## src/design/sccr_pkg.sv

```systemverilog
// Shared types, constants and command codes for the sector cache replacement unit.
package sccr_pkg;

	localparam int unsigned DefaultEntries = 64;
	localparam int unsigned SectorWidth = 32;
	localparam int unsigned EntryWidth = 6;
	localparam logic [SectorWidth-1:0] EmptyTag = '1;

	typedef enum logic [1:0] {
		CMD_READ  = 2'd0,
		CMD_WRITE = 2'd1,
		CMD_FLUSH = 2'd2,
		CMD_NONE  = 2'd3
	} cmd_t;

	typedef struct packed {
		logic [1:0]             cmd;
		logic [SectorWidth-1:0] sector;
	} in_item_t;

	typedef struct packed {
		logic [EntryWidth-1:0]  entry;
		logic                   hit;
		logic                   fill;
		logic                   writeback_valid;
		logic [SectorWidth-1:0] writeback_sector;
		logic                   last;
	} out_item_t;

	// Datapath operations issued by the controller.
	typedef enum logic [3:0] {
		OP_IDLE   = 4'd0,
		OP_START  = 4'd1,
		OP_SCAN   = 4'd2,
		OP_FREE   = 4'd3,
		OP_SWEEP  = 4'd4,
		OP_READ   = 4'd5,
		OP_UPDATE = 4'd6,
		OP_FSCAN  = 4'd7,
		OP_FLOAD  = 4'd8,
		OP_FLAST  = 4'd9,
		OP_FEMPTY = 4'd10
	} op_t;

	typedef struct packed {
		op_t  op;
		logic is_write;
	} ctl_cmd_t;

	typedef struct packed {
		logic scan_done;
		logic hit_found;
		logic free_found;
		logic victim_found;
		logic dirty_found;
		logic flush_done;
		logic reset_done;
	} ctl_stat_t;

endpackage

```

## src/design/sccr_datapath.sv

```systemverilog
// Tag memory, status bits, clock hand and the per-entry scan engine.
module sccr_datapath #(
	parameter int unsigned ENTRIES = sccr_pkg::DefaultEntries
) (
	input  logic                           clk,
	input  logic                           arst_n,
	input  sccr_pkg::ctl_cmd_t             ctl,
	input  logic [sccr_pkg::SectorWidth-1:0] sector,
	output sccr_pkg::ctl_stat_t            stat,
	output sccr_pkg::out_item_t            result
);
	localparam int unsigned IdxW = (ENTRIES > 1) ? $clog2(ENTRIES) : 1;
	localparam logic [IdxW-1:0] LastIdx = IdxW'(ENTRIES - 1);

	logic [sccr_pkg::SectorWidth-1:0] tag_mem [ENTRIES];
	logic [ENTRIES-1:0] used_q, dirty_q, ref_q;
	logic [IdxW-1:0] hand_q, idx_q, slot_q, free_q, cmp_idx_q, clr_q;
	logic            clr_busy_q;
	logic            free_ok_q, hit_q, cmp_v_q;
	logic [sccr_pkg::SectorWidth-1:0] rd_q;

	function automatic logic [IdxW-1:0] nxt(input logic [IdxW-1:0] i);
		return (i == LastIdx) ? '0 : i + 1'b1;
	endfunction

	// tag memory: one registered read, one write per cycle
	logic                             we;
	logic [IdxW-1:0]                  wa;
	logic [sccr_pkg::SectorWidth-1:0] wd;
	logic                             re;
	logic [IdxW-1:0]                  ra;

	always_comb begin
		we = 1'b0;
		wa = slot_q;
		wd = sector;
		re = 1'b0;
		ra = idx_q;
		if (clr_busy_q) begin
			we = 1'b1;
			wa = clr_q;
			wd = sccr_pkg::EmptyTag;
		end else begin
			case (ctl.op)
				sccr_pkg::OP_SCAN: re = 1'b1;
				sccr_pkg::OP_FSCAN: re = dirty_q[idx_q];
				sccr_pkg::OP_READ: begin
					re = 1'b1;
					ra = slot_q;
				end
				sccr_pkg::OP_UPDATE: we = !hit_q;
				default: ;
			endcase
		end
	end

	always_ff @(posedge clk) begin
		if (we) tag_mem[wa] <= wd;
		if (re) rd_q <= tag_mem[ra];
	end

	always_comb begin
		stat = '0;
		stat.reset_done = !clr_busy_q;
		stat.hit_found = cmp_v_q && rd_q == sector;
		stat.scan_done = cmp_v_q && cmp_idx_q == LastIdx;
		stat.free_found = free_ok_q;
		stat.victim_found = !ref_q[hand_q];
		stat.dirty_found = dirty_q[idx_q];
		stat.flush_done = idx_q == LastIdx;
	end

	always_ff @(posedge clk or negedge arst_n) begin
		if (!arst_n) begin
			used_q <= '0;
			dirty_q <= '0;
			ref_q <= '0;
			hand_q <= '0;
			idx_q <= '0;
			slot_q <= '0;
			free_q <= '0;
			free_ok_q <= 1'b0;
			hit_q <= 1'b0;
			clr_q <= '0;
			clr_busy_q <= 1'b1;
			cmp_idx_q <= '0;
			cmp_v_q <= 1'b0;
			result <= '0;
		end else begin
			cmp_v_q <= ctl.op == sccr_pkg::OP_SCAN;
			if (clr_busy_q) begin
				clr_q <= clr_q + 1'b1;
				if (clr_q == LastIdx) clr_busy_q <= 1'b0;
			end
			case (ctl.op)
				sccr_pkg::OP_START: begin
					idx_q <= '0;
					free_ok_q <= 1'b0;
					hit_q <= 1'b0;
				end
				sccr_pkg::OP_SCAN: begin
					// read address advances; the compare works on the previous index through the registered read
					cmp_idx_q <= idx_q;
					if (idx_q != LastIdx) idx_q <= idx_q + 1'b1;
					if (!used_q[idx_q] && !free_ok_q) begin
						free_ok_q <= 1'b1;
						free_q <= idx_q;
					end
					if (cmp_v_q && rd_q == sector) begin
						hit_q <= 1'b1;
						slot_q <= cmp_idx_q;
					end
				end
				sccr_pkg::OP_FREE: begin
					slot_q <= free_q;
					hand_q <= nxt(free_q);
				end
				sccr_pkg::OP_SWEEP: begin
					// one sweep step: clear and skip a referenced entry, or take the victim
					hand_q <= nxt(hand_q);
					if (ref_q[hand_q]) ref_q[hand_q] <= 1'b0;
					else slot_q <= hand_q;
				end
				sccr_pkg::OP_UPDATE: begin
					result.entry <= sccr_pkg::EntryWidth'(slot_q);
					result.hit <= hit_q;
					result.fill <= !hit_q;
					result.last <= 1'b1;
					result.writeback_valid <= !hit_q && dirty_q[slot_q];
					result.writeback_sector <= (!hit_q && dirty_q[slot_q]) ? rd_q : '0;
					if (!hit_q) used_q[slot_q] <= 1'b1;
					ref_q[slot_q] <= 1'b1;
					dirty_q[slot_q] <= ctl.is_write || (hit_q && dirty_q[slot_q]);
				end
				sccr_pkg::OP_FSCAN: begin
					// walk entries; a dirty one has its tag read and its mark dropped
					if (idx_q != LastIdx) idx_q <= idx_q + 1'b1;
					if (dirty_q[idx_q]) begin
						slot_q <= idx_q;
						dirty_q[idx_q] <= 1'b0;
					end
				end
				sccr_pkg::OP_FLOAD: begin
					result <= '{entry: sccr_pkg::EntryWidth'(slot_q), hit: 1'b0, fill: 1'b0,
						writeback_valid: 1'b1, writeback_sector: rd_q, last: 1'b0};
				end
				sccr_pkg::OP_FLAST: result.last <= 1'b1;
				sccr_pkg::OP_FEMPTY: begin
					result <= '{entry: '0, hit: 1'b0, fill: 1'b0, writeback_valid: 1'b0,
						writeback_sector: '0, last: 1'b1};
				end
				default: ;
			endcase
		end
	end
endmodule

```

## src/design/sccr_ctrl.sv

```systemverilog
// Controller state machine sequencing lookup, sweep, update and flush.
module sccr_ctrl (
	input  logic                clk,
	input  logic                arst_n,
	input  logic                in_valid,
	input  logic [1:0]          in_cmd,
	output logic                in_ready,
	output logic                out_valid,
	input  logic                out_ready,
	input  sccr_pkg::ctl_stat_t stat,
	output sccr_pkg::ctl_cmd_t  ctl
);
	typedef enum logic [3:0] {
		S_IDLE, S_START, S_SCAN, S_FREE, S_SWEEP, S_RD, S_UPD, S_OUT,
		S_FSTART, S_FSCAN, S_FLOAD, S_FOUT, S_FFIN, S_FEMPTY
	} state_t;

	state_t state_q;
	logic   wr_q, flush_any_q, fend_q;

	assign in_ready = state_q == S_IDLE && stat.reset_done;

	always_comb begin
		ctl = '0;
		ctl.is_write = wr_q;
		case (state_q)
			S_START, S_FSTART: ctl.op = sccr_pkg::OP_START;
			S_SCAN: ctl.op = sccr_pkg::OP_SCAN;
			S_FREE: ctl.op = sccr_pkg::OP_FREE;
			S_SWEEP: ctl.op = sccr_pkg::OP_SWEEP;
			S_RD: ctl.op = sccr_pkg::OP_READ;
			S_UPD: ctl.op = sccr_pkg::OP_UPDATE;
			S_FSCAN: ctl.op = sccr_pkg::OP_FSCAN;
			S_FLOAD: ctl.op = sccr_pkg::OP_FLOAD;
			S_FFIN: ctl.op = sccr_pkg::OP_FLAST;
			S_FEMPTY: ctl.op = sccr_pkg::OP_FEMPTY;
			default: ctl.op = sccr_pkg::OP_IDLE;
		endcase
	end

	always_ff @(posedge clk or negedge arst_n) begin
		if (!arst_n) begin
			state_q <= S_IDLE;
			wr_q <= 1'b0;
			out_valid <= 1'b0;
			flush_any_q <= 1'b0;
			fend_q <= 1'b0;
		end else begin
			case (state_q)
				S_IDLE: if (in_valid && in_ready) begin
					wr_q <= in_cmd == sccr_pkg::CMD_WRITE;
					if (in_cmd == sccr_pkg::CMD_FLUSH) state_q <= S_FSTART;
					else if (in_cmd != sccr_pkg::CMD_NONE) state_q <= S_START;
				end
				S_START: state_q <= S_SCAN;
				S_SCAN: begin
					if (stat.hit_found) state_q <= S_RD;
					else if (stat.scan_done) state_q <= stat.free_found ? S_FREE : S_SWEEP;
				end
				S_FREE: state_q <= S_RD;
				S_SWEEP: if (stat.victim_found) state_q <= S_RD;
				S_RD: state_q <= S_UPD;
				S_UPD: begin
					out_valid <= 1'b1;
					state_q <= S_OUT;
				end
				S_OUT: if (out_ready) begin
					out_valid <= 1'b0;
					state_q <= S_IDLE;
				end
				S_FSTART: begin
					flush_any_q <= 1'b0;
					state_q <= S_FSCAN;
				end
				S_FSCAN: begin
					// hold the previous dirty entry until the next one shows it is not the last
					if (stat.dirty_found) begin
						fend_q <= stat.flush_done;
						if (flush_any_q) begin
							out_valid <= 1'b1;
							state_q <= S_FOUT;
						end else begin
							state_q <= S_FLOAD;
						end
					end else if (stat.flush_done) begin
						state_q <= flush_any_q ? S_FFIN : S_FEMPTY;
					end
				end
				S_FLOAD: begin
					flush_any_q <= 1'b1;
					state_q <= fend_q ? S_FFIN : S_FSCAN;
				end
				S_FOUT: if (out_ready) begin
					out_valid <= 1'b0;
					state_q <= S_FLOAD;
				end
				S_FFIN, S_FEMPTY: begin
					out_valid <= 1'b1;
					state_q <= S_OUT;
				end
				default: state_q <= S_IDLE;
			endcase
		end
	end
endmodule

```

## src/design/sector_cache_clock_replacement_unit.sv

```systemverilog
// Top level of the sector cache clock replacement unit.
// Items are handled one at a time. An access scans the tags serially through the registered
// read port of the tag memory: a hit ends the scan at that entry; a miss takes a never-used
// entry if there is one, else a clock sweep picks a victim when every entry is in use. A
// flush walks every entry one per cycle while no dirty entry holds it, adds a load step and
// an output handshake per dirty entry, and ends with a closing step. The next transaction
// can be accepted from the cycle after the last result is taken. After reset the tag memory
// is cleared to all ones, entry by entry, and no transaction is accepted until it is done.
module sector_cache_clock_replacement_unit #(
	parameter int unsigned ENTRIES = sccr_pkg::DefaultEntries
) (
	input  logic                clk,
	input  logic                arst_n,
	input  logic                in_valid,
	output logic                in_ready,
	input  sccr_pkg::in_item_t  in_data,
	output logic                out_valid,
	input  logic                out_ready,
	output sccr_pkg::out_item_t out_data
);
	sccr_pkg::ctl_cmd_t  ctl;
	sccr_pkg::ctl_stat_t stat;
	logic [sccr_pkg::SectorWidth-1:0] sector_q;

	always_ff @(posedge clk) begin
		if (in_valid && in_ready) sector_q <= in_data.sector;
	end

	sccr_ctrl u_ctrl (
		.clk(clk), .arst_n(arst_n), .in_valid(in_valid), .in_cmd(in_data.cmd),
		.in_ready(in_ready), .out_valid(out_valid), .out_ready(out_ready),
		.stat(stat), .ctl(ctl)
	);

	sccr_datapath #(.ENTRIES(ENTRIES)) u_dp (
		.clk(clk), .arst_n(arst_n), .ctl(ctl), .sector(sector_q),
		.stat(stat), .result(out_data)
	);
endmodule
```

## config.mk

```make
export PLATFORM = sky130hd
export DESIGN_NAME = sector_cache_clock_replacement_unit
export DESIGN_NICKNAME = d
export VERILOG_FILES = /design/src/design/sccr_pkg.sv /design/src/design/sccr_datapath.sv /design/src/design/sccr_ctrl.sv /design/src/design/sector_cache_clock_replacement_unit.sv
export SDC_FILE = /design/constraint.sdc
export NUM_CORES = 2
export LEC_CHECK = 0
export BUFFER_PORTS_ARGS = -buffer_cell sky130_fd_sc_hd__buf_2
export CORE_ASPECT_RATIO = 0.5
export CORE_MARGIN = 3
export CORE_UTILIZATION = 57
export DETAILED_ROUTE_END_ITERATION = 12
export PLACE_DENSITY = 0.76
export SLEW_MARGIN = 10
export SYNTH_ARGS = -nofsm -noshare
export SYNTH_HDL_FRONTEND = slang
export SYNTH_SLANG_ARGS = --single-unit
```

## constraint.sdc

```tcl
create_clock -name clk -period 3.8 [get_ports clk]
set_input_delay 0.57 -clock clk [delete_from_list [all_inputs] [get_ports clk]]
set_output_delay 0.57 -clock clk [all_outputs]
set_load 0.005 [all_outputs]
```

Word level (Yosys, flattened, before mapping). Memory sizes are Yosys's and may differ from the RTL's. A register that Yosys moved wholly into a read port is not among the register bits. Index checks and enable logic that the tools add are counted.

$add $sub $neg: 4. $lt $le $gt $ge: 6. Equality and inequality tests: 49. Mux-type cells: 67. Bitwise gates (word level): 7. Reductions and logical operators: 43.

Operators by type and width (count): one-hot mux 64 bit (2 select lines) (2); bitwise AND 64 bit (2); 2-to-1 mux 64 bit (2); NOT 64 bit (2); OR 64 bit (2); one-hot mux 41 bit (3 select lines) (1); bitwise mux 64 bit (1); 2-to-1 mux 32 bit (2); 2-to-1 mux 6 bit (9); one-hot mux 4 bit (12 select lines) (1); 2-to-1 mux 4 bit (10); == test 4 bit (second input constant) (9); == test 32 bit (1); == test 4 x 3 -> 1 bit (second input constant) (8); == test 6 bit (second input constant) (5); adder 6 x 1 -> 6 bit (second input constant) (4); binary-select mux 1 bit (select 6 bit) (4); one-hot mux 6 bit (2 select lines) (2); one-hot mux 6 bit (4 select lines) (1); < comparator 6 x 7 -> 1 bit (second input constant) (3); 2-to-1 mux 1 bit (21); != test 2 bit (second input constant) (10); demux 1 bit (select 6 bit) (3); >= comparator 6 x 1 -> 1 bit (second input constant) (3); 24 further kinds (68).

Register bits: 314. Memory bits (writable): 2048. Bits in read-only memories: 64. Bits of input ports: 38. Output and inout port bits: 44. Logic and storage cells: 203. Memories kept: 2.

Memories: u_dp.tag_mem (words 64, bits a word 32, rd ports 1, clocked after memory_dff 1, write ports 1, RTL line sccr_datapath.sv:15) `logic [sccr_pkg::SectorWidth-1:0] tag_mem [ENTRIES];`; (no name shown) (words 16, bits a word 4, rd ports 1, clocked after memory_dff 0, write ports 0, RTL line sccr_ctrl.sv:26) `case (state_q)`.

Logic depth before layout (Yosys ltp).
Word-level depth: 8. Mapped depth: 15. Mapped depth without buffers: 8.

Cells and area by module. A second synthesis with hierarchy kept.

Cell total of the unflattened synthesis: 7670. Area total of the unflattened synthesis: 96936.7 µm².

By module, submodules not included: sccr_datapath (instances 1, cells each 7542, area an instance 95237.6 µm², seq. area each 69317.7 µm²); sector_cache_clock_replacement_unit (instances 1, cells each 33, area an instance 967.2 µm², seq. area each 960.9 µm²); sccr_ctrl (instances 1, cells each 95, area an instance 732.0 µm², seq. area each 200.2 µm²).

Least setup slack after synthesis. No wires, ideal clock.

Path kind: reg-to-reg. Start: reg u_ctrl.state_q[0]. End: reg sector_q[0] (netlist bit), enable pin. Library setup time: 0.472 ns. Arrival: 3.542 ns. Required time: 3.328 ns. Slack: -0.214 ns. Cell stages (with the launch flop): 5. Buffers on the path: 1. Period minus slack after synthesis: 4.014 ns. Path through: dfrtp_1 -> buf_2 -> nor2_1 -> nand2_1 -> nor3b_1.

Longest elaborated chain between the ends: 3.

Ends and longest elaborated chain: from (decl) (RTL line sccr_ctrl.sv:18) `state_t state_q;`; from (signal assigned) (RTL line sccr_ctrl.sv:58) `else if (stat.scan_done) state_q <= stat.free_found ? S_FREE : S_SWEEP;`; from (signal assigned) (RTL line sccr_ctrl.sv:86) `state_q <= flush_any_q ? S_FFIN : S_FEMPTY;`; from (signal assigned) (RTL line sccr_ctrl.sv:91) `state_q <= fend_q ? S_FFIN : S_FSCAN;`; logical NOT 4 bit (RTL line sccr_ctrl.sv:21) `assign in_ready = state_q == S_IDLE && stat.reset_done;`; logical AND 1 bit (RTL line sccr_ctrl.sv:21); logical AND 1 bit (RTL line sector_cache_clock_replacement_unit.sv:26) `if (in_valid && in_ready) sector_q <= in_data.sector;`; to (signal assigned) (RTL line sector_cache_clock_replacement_unit.sv:26); to (decl) (RTL line sector_cache_clock_replacement_unit.sv:23) `logic [sccr_pkg::SectorWidth-1:0] sector_q;`.

Every way passes these cells. A chain may end at the register's enable or synchronous reset.

Worst setup path in the final report.
Start: reg u_dp.slot_q[1]. End: reg u_dp.rd_q[6] (netlist bit), read port of u_dp.tag_mem (data pin).

Longest elaborated chain between the ends: 2.

Ends and longest elaborated chain: from (decl) (RTL line sccr_datapath.sv:17) `logic [IdxW-1:0] hand_q, idx_q, slot_q, free_q, cmp_idx_q, clr_q;`; from (signal assigned) (RTL line sccr_datapath.sv:111) `slot_q <= cmp_idx_q;`; from (signal assigned) (RTL line sccr_datapath.sv:115) `slot_q <= free_q;`; from (signal assigned) (RTL line sccr_datapath.sv:122) `else slot_q <= hand_q;`; 2-to-1 mux 6 bit (RTL line sccr_datapath.sv:44) `case (ctl.op)`; 2-to-1 mux 6 bit (RTL line sccr_datapath.sv:39) `if (clr_busy_q) begin`; to (decl) (RTL line sccr_datapath.sv:20) `logic [sccr_pkg::SectorWidth-1:0] rd_q;`.

Every way passes these cells.

==> metrics <==
status finished, final reports clean; Placeable Area 171000 um2; Synth Flop Type edfxtp_1; first-pass GRT wire length 417000 um; dpl hpwl roughly 170000 um; via count 65.5k; DRT Wirelength roughly 280000 um; RSZ-0062 raised after global routing false; r2r endpoint u_dp.rd_q[6]; syn avg cell area 14.3 um2; CTS tree built; synth-to-layout area growth 13.1%; DRT Pass-1 Iters 6; nets a little over 7k; Tot GR Track Use a little under a third; min-delay src out_ready; Clock Latency Late Sink 0.87 ns; skew final 0.0776 ns; slowest CP cell dfrtp_1; r2r setup slk around 0.054 ns; Worst-Margin Slew 1.31 ns; drc violations 0; min cycle time layout roughly 3.7 ns; overall power 48.8 mW; clock root buffer clkbuf_16; vias per inst 6.86; critical path, cell by cell nor2b_1, nand2_8, nand2_8, buf_12, buf_4, mux4_2, a32oi_1, o2111ai_1, and3_1; max-cap viol count 0; Yosys cell types 85; max-slew violations 0; crit start category flop; LEAKAGE 37.5 nW; maximum vdd drop between 0.4 and 0.5 mV; Final Setup Violations 0; share of layout cells above drive strength 1 15.1%; Inserted Clock Buffers approximately 210; Crit Path Max Fanout 37; number of flops mapped to enable cells by yosys approximately 2.1k; Post-synth ARST share 11.8%; initial antenna violation count 2; Yosys warnings 0; # H-tree levels 4; Hold Fails Final Rpt 0; wire per inst 29.7 um; Port Buf Inserts 81; Core Util, Final 65.1%; worst path required time 4.40 ns; FF-to-FF Start u_dp.slot_q[1]; cell mode on critical path nand2_8; Clock Path Buffers 4; Reg2Reg Depth 9; #FFs+latches synth between 2k and 2.5k; CP peak stage delay 0.44 ns; Sink Count 2394; number of diodes 0; Die Y around 300 um; post-synthesis sequential area ratio 71.8%; Site Rows 107; drt first-iter violations 10.4k; Rel. slew slack ~13%; largest net degree at the start of global routing 96; GP Congestion 0.938; die area around 180000 um2; WHS Path Cells 4; Post-Syn Instances 6882; Congestion Overflow GR 0; hold crit path type in2reg; vias in the first global route approximately 63k; Initial Util 57.5%; crit-path leading delay family simple AND/OR/NAND/NOR gates; Final period util 98.6%; syn nets between 6k and 7k; Peak Freq 267 MHz; CP bufs+invs 2; IO Pins 82; Post-Synthesis Cell Area 98200 um2; Die X a little under 600 um; Power Dens Cells 440 nW/um2; WS Path Type reg2reg; Clock Pin Slew Worst Setup and Hold Paths 0.07 ns; critical path arrival 4.35 ns; Routed Antenna Nets 0; Worst Hold Path EP u_ctrl.out_valid; CP endpoint kind flop; WHS 0.128 ns
[state kept, by name, summed over array words and instances (netlist names), 4 cells and up]
| signal | cells |
|---|---|
| u_dp.idx_q | 6 |
| u_dp.cmp_idx_q | 6 |
| u_dp.slot_q | 6 |
| u_dp.clr_q | 6 |
| u_dp.used_q | 64 |
| u_dp.ref_q | 64 |
| u_dp.dirty_q | 64 |
| u_dp.hand_q | 6 |
| u_ctrl.state_q | 4 |
| u_dp.free_q | 6 |
| sector_q | 32 |
| u_dp.tag_mem | 2048 |
| u_dp.result | 42 |
| u_dp.rd_q | 32 |
[placed cells by master, fill, tap and decap left out, types with 54 or more instances in the layout]
cell type / synthesis / final
and3_1: 248 / 248
dfrtp_1: 281 / 280
mux2i_1: 170 / 166
clkinv_1: 0 / 54
o31ai_1: 59 / 59
mux4_2: 134 / 134
nand3_1: 310 / 309
nand2_1: 1093 / 1091
a211oi_1: 223 / 223
nor3_1: 110 / 109
a21oi_1: 142 / 141
nor2_1: 215 / 146
edfxtp_1: 2112 / 2112
a31oi_1: 142 / 142
o21ai_0: 265 / 264
clkbuf_16: 0 / 206
buf_2: 165 / 80
nor2_4: 0 / 69
a21o_1: 56 / 55
buf_12: 0 / 110
a311oi_1: 152 / 152
buf_4: 22 / 310
[worst max-delay path by stage]
stage | from | to | slack [ns] | cells past startpoint
2_1_floorplan | u_dp.idx_q[1] | u_dp.rd_q[0] | 0.02 | 11
3_3_place_gp | u_ctrl.state_q[1] | u_dp.rd_q[17] | -0.17 | 10
3_5_place_dp | u_ctrl.state_q[1] | u_dp.rd_q[17] | -0.23 | 10
4_1_cts | u_dp.slot_q[1] | u_dp.rd_q[30] | 0.08 | 8
5_1_grt | u_ctrl.state_q[1] | u_dp.rd_q[30] | 0.005 | 8
6_report | u_dp.slot_q[1] | u_dp.rd_q[6] | 0.05 | 9
[cell type report]
class,instances,area (um2)
Timing Repair Buffer,534,5280
Tap cell,2289,2860
Inverter,20,75.1
Fill cell,11434,59600
Multi-Input combinational cell,3947,26100
Sequential cell,2394,70500
Clock inverter,115,970
Clock buffer,257,5370
[synthesized netlist by cell type, drive strengths merged, types with 19 or more instances]
library cell     n  share of area (%)
edfxtp        2112                 65
nand2         1096                4.2
nand3          310                1.6
dfrtp          281                7.2
o21ai          279                1.4
clkbuf         270                1.0
buf            252                1.3
and3           248                1.6
a211oi         223                1.7
nor2           216               0.83
mux2i          171                1.8
a311oi         152                1.4
a21oi          144               0.76
a31oi          142               0.90
mux4           134                3.1
nor3           111               0.58
o31ai           59               0.45
a21o            56               0.43
a2111oi         43               0.40
o22ai           38               0.24
a22o            37               0.33
or2             37               0.24
a221oi          34               0.30
a32o            34               0.35
mux2            33               0.38
xnor2           32               0.29
a32oi           29               0.26
o221ai          26               0.23
inv             20              0.076
nand2b          19               0.12
nand4           19               0.12
[repair_timing]
item | CTS | global route
hold endpoints to repair | 121 | 0
pin swaps | 1 | 1
hold buffers | 33 | 0
endpoints found under the setup margin | 6 | 8
setup buffers | 1 | 0
gates cloned | 0 | 1
gates resized for setup | 5 | 3
[kinds of logic after synthesis]
group	synth area share (%)
AO/OA/AOI/OAI	10.4
AND/OR/NAND/NOR	9.78
buffers and inverters	2.44
XOR/XNOR	0.383
multiplexers	5.21
flip-flops	71.8
adder cells (fa/ha/maj)	0.0510
[worst min-delay path, stage by stage]
cell	delay [ns]
buf_2	0.10
a31oi_1	0.07
o21ai_0	0.07
o32ai_1	0.06
[power by group]
group	leakage (nW)	internal (mW)	switching, mW
registers	22.9	28.2	0.000529
clock network	3.09	11.0	9.45
logic	11.5	0.0427	0.0810
total	37.5	39.3	9.53
[per-layer routing]
metal / global-route usage, % / part of all wire (%) / up-vias
met5: 0 / 0.0025 / -
met3: 7.76 / 14 / 795
li1: - / - / 27179
met1: 44.0 / 36 / 32594
met2: 47.9 / 45 / 4978
met4: 14.4 / 5.0 / 2
[per-stage QoR]
stage / cells / setup slack, ns / instance area [um2] / setup TNS, ns
after floorplan: 6882 / 0.0188 / 98200 / 0
final: 9556 / 0.0536 / 111000 / 0
after CTS: 9555 / 0.0754 / 111000 / 0
after detailed placement: 9149 / -0.231 / 104000 / -0.688
after global routing: 9556 / 0.00503 / 111000 / 0
after global placement: 9149 / -0.171 / 104000 / -0.281
No activity file was read; power rests on OpenSTA's default activity.
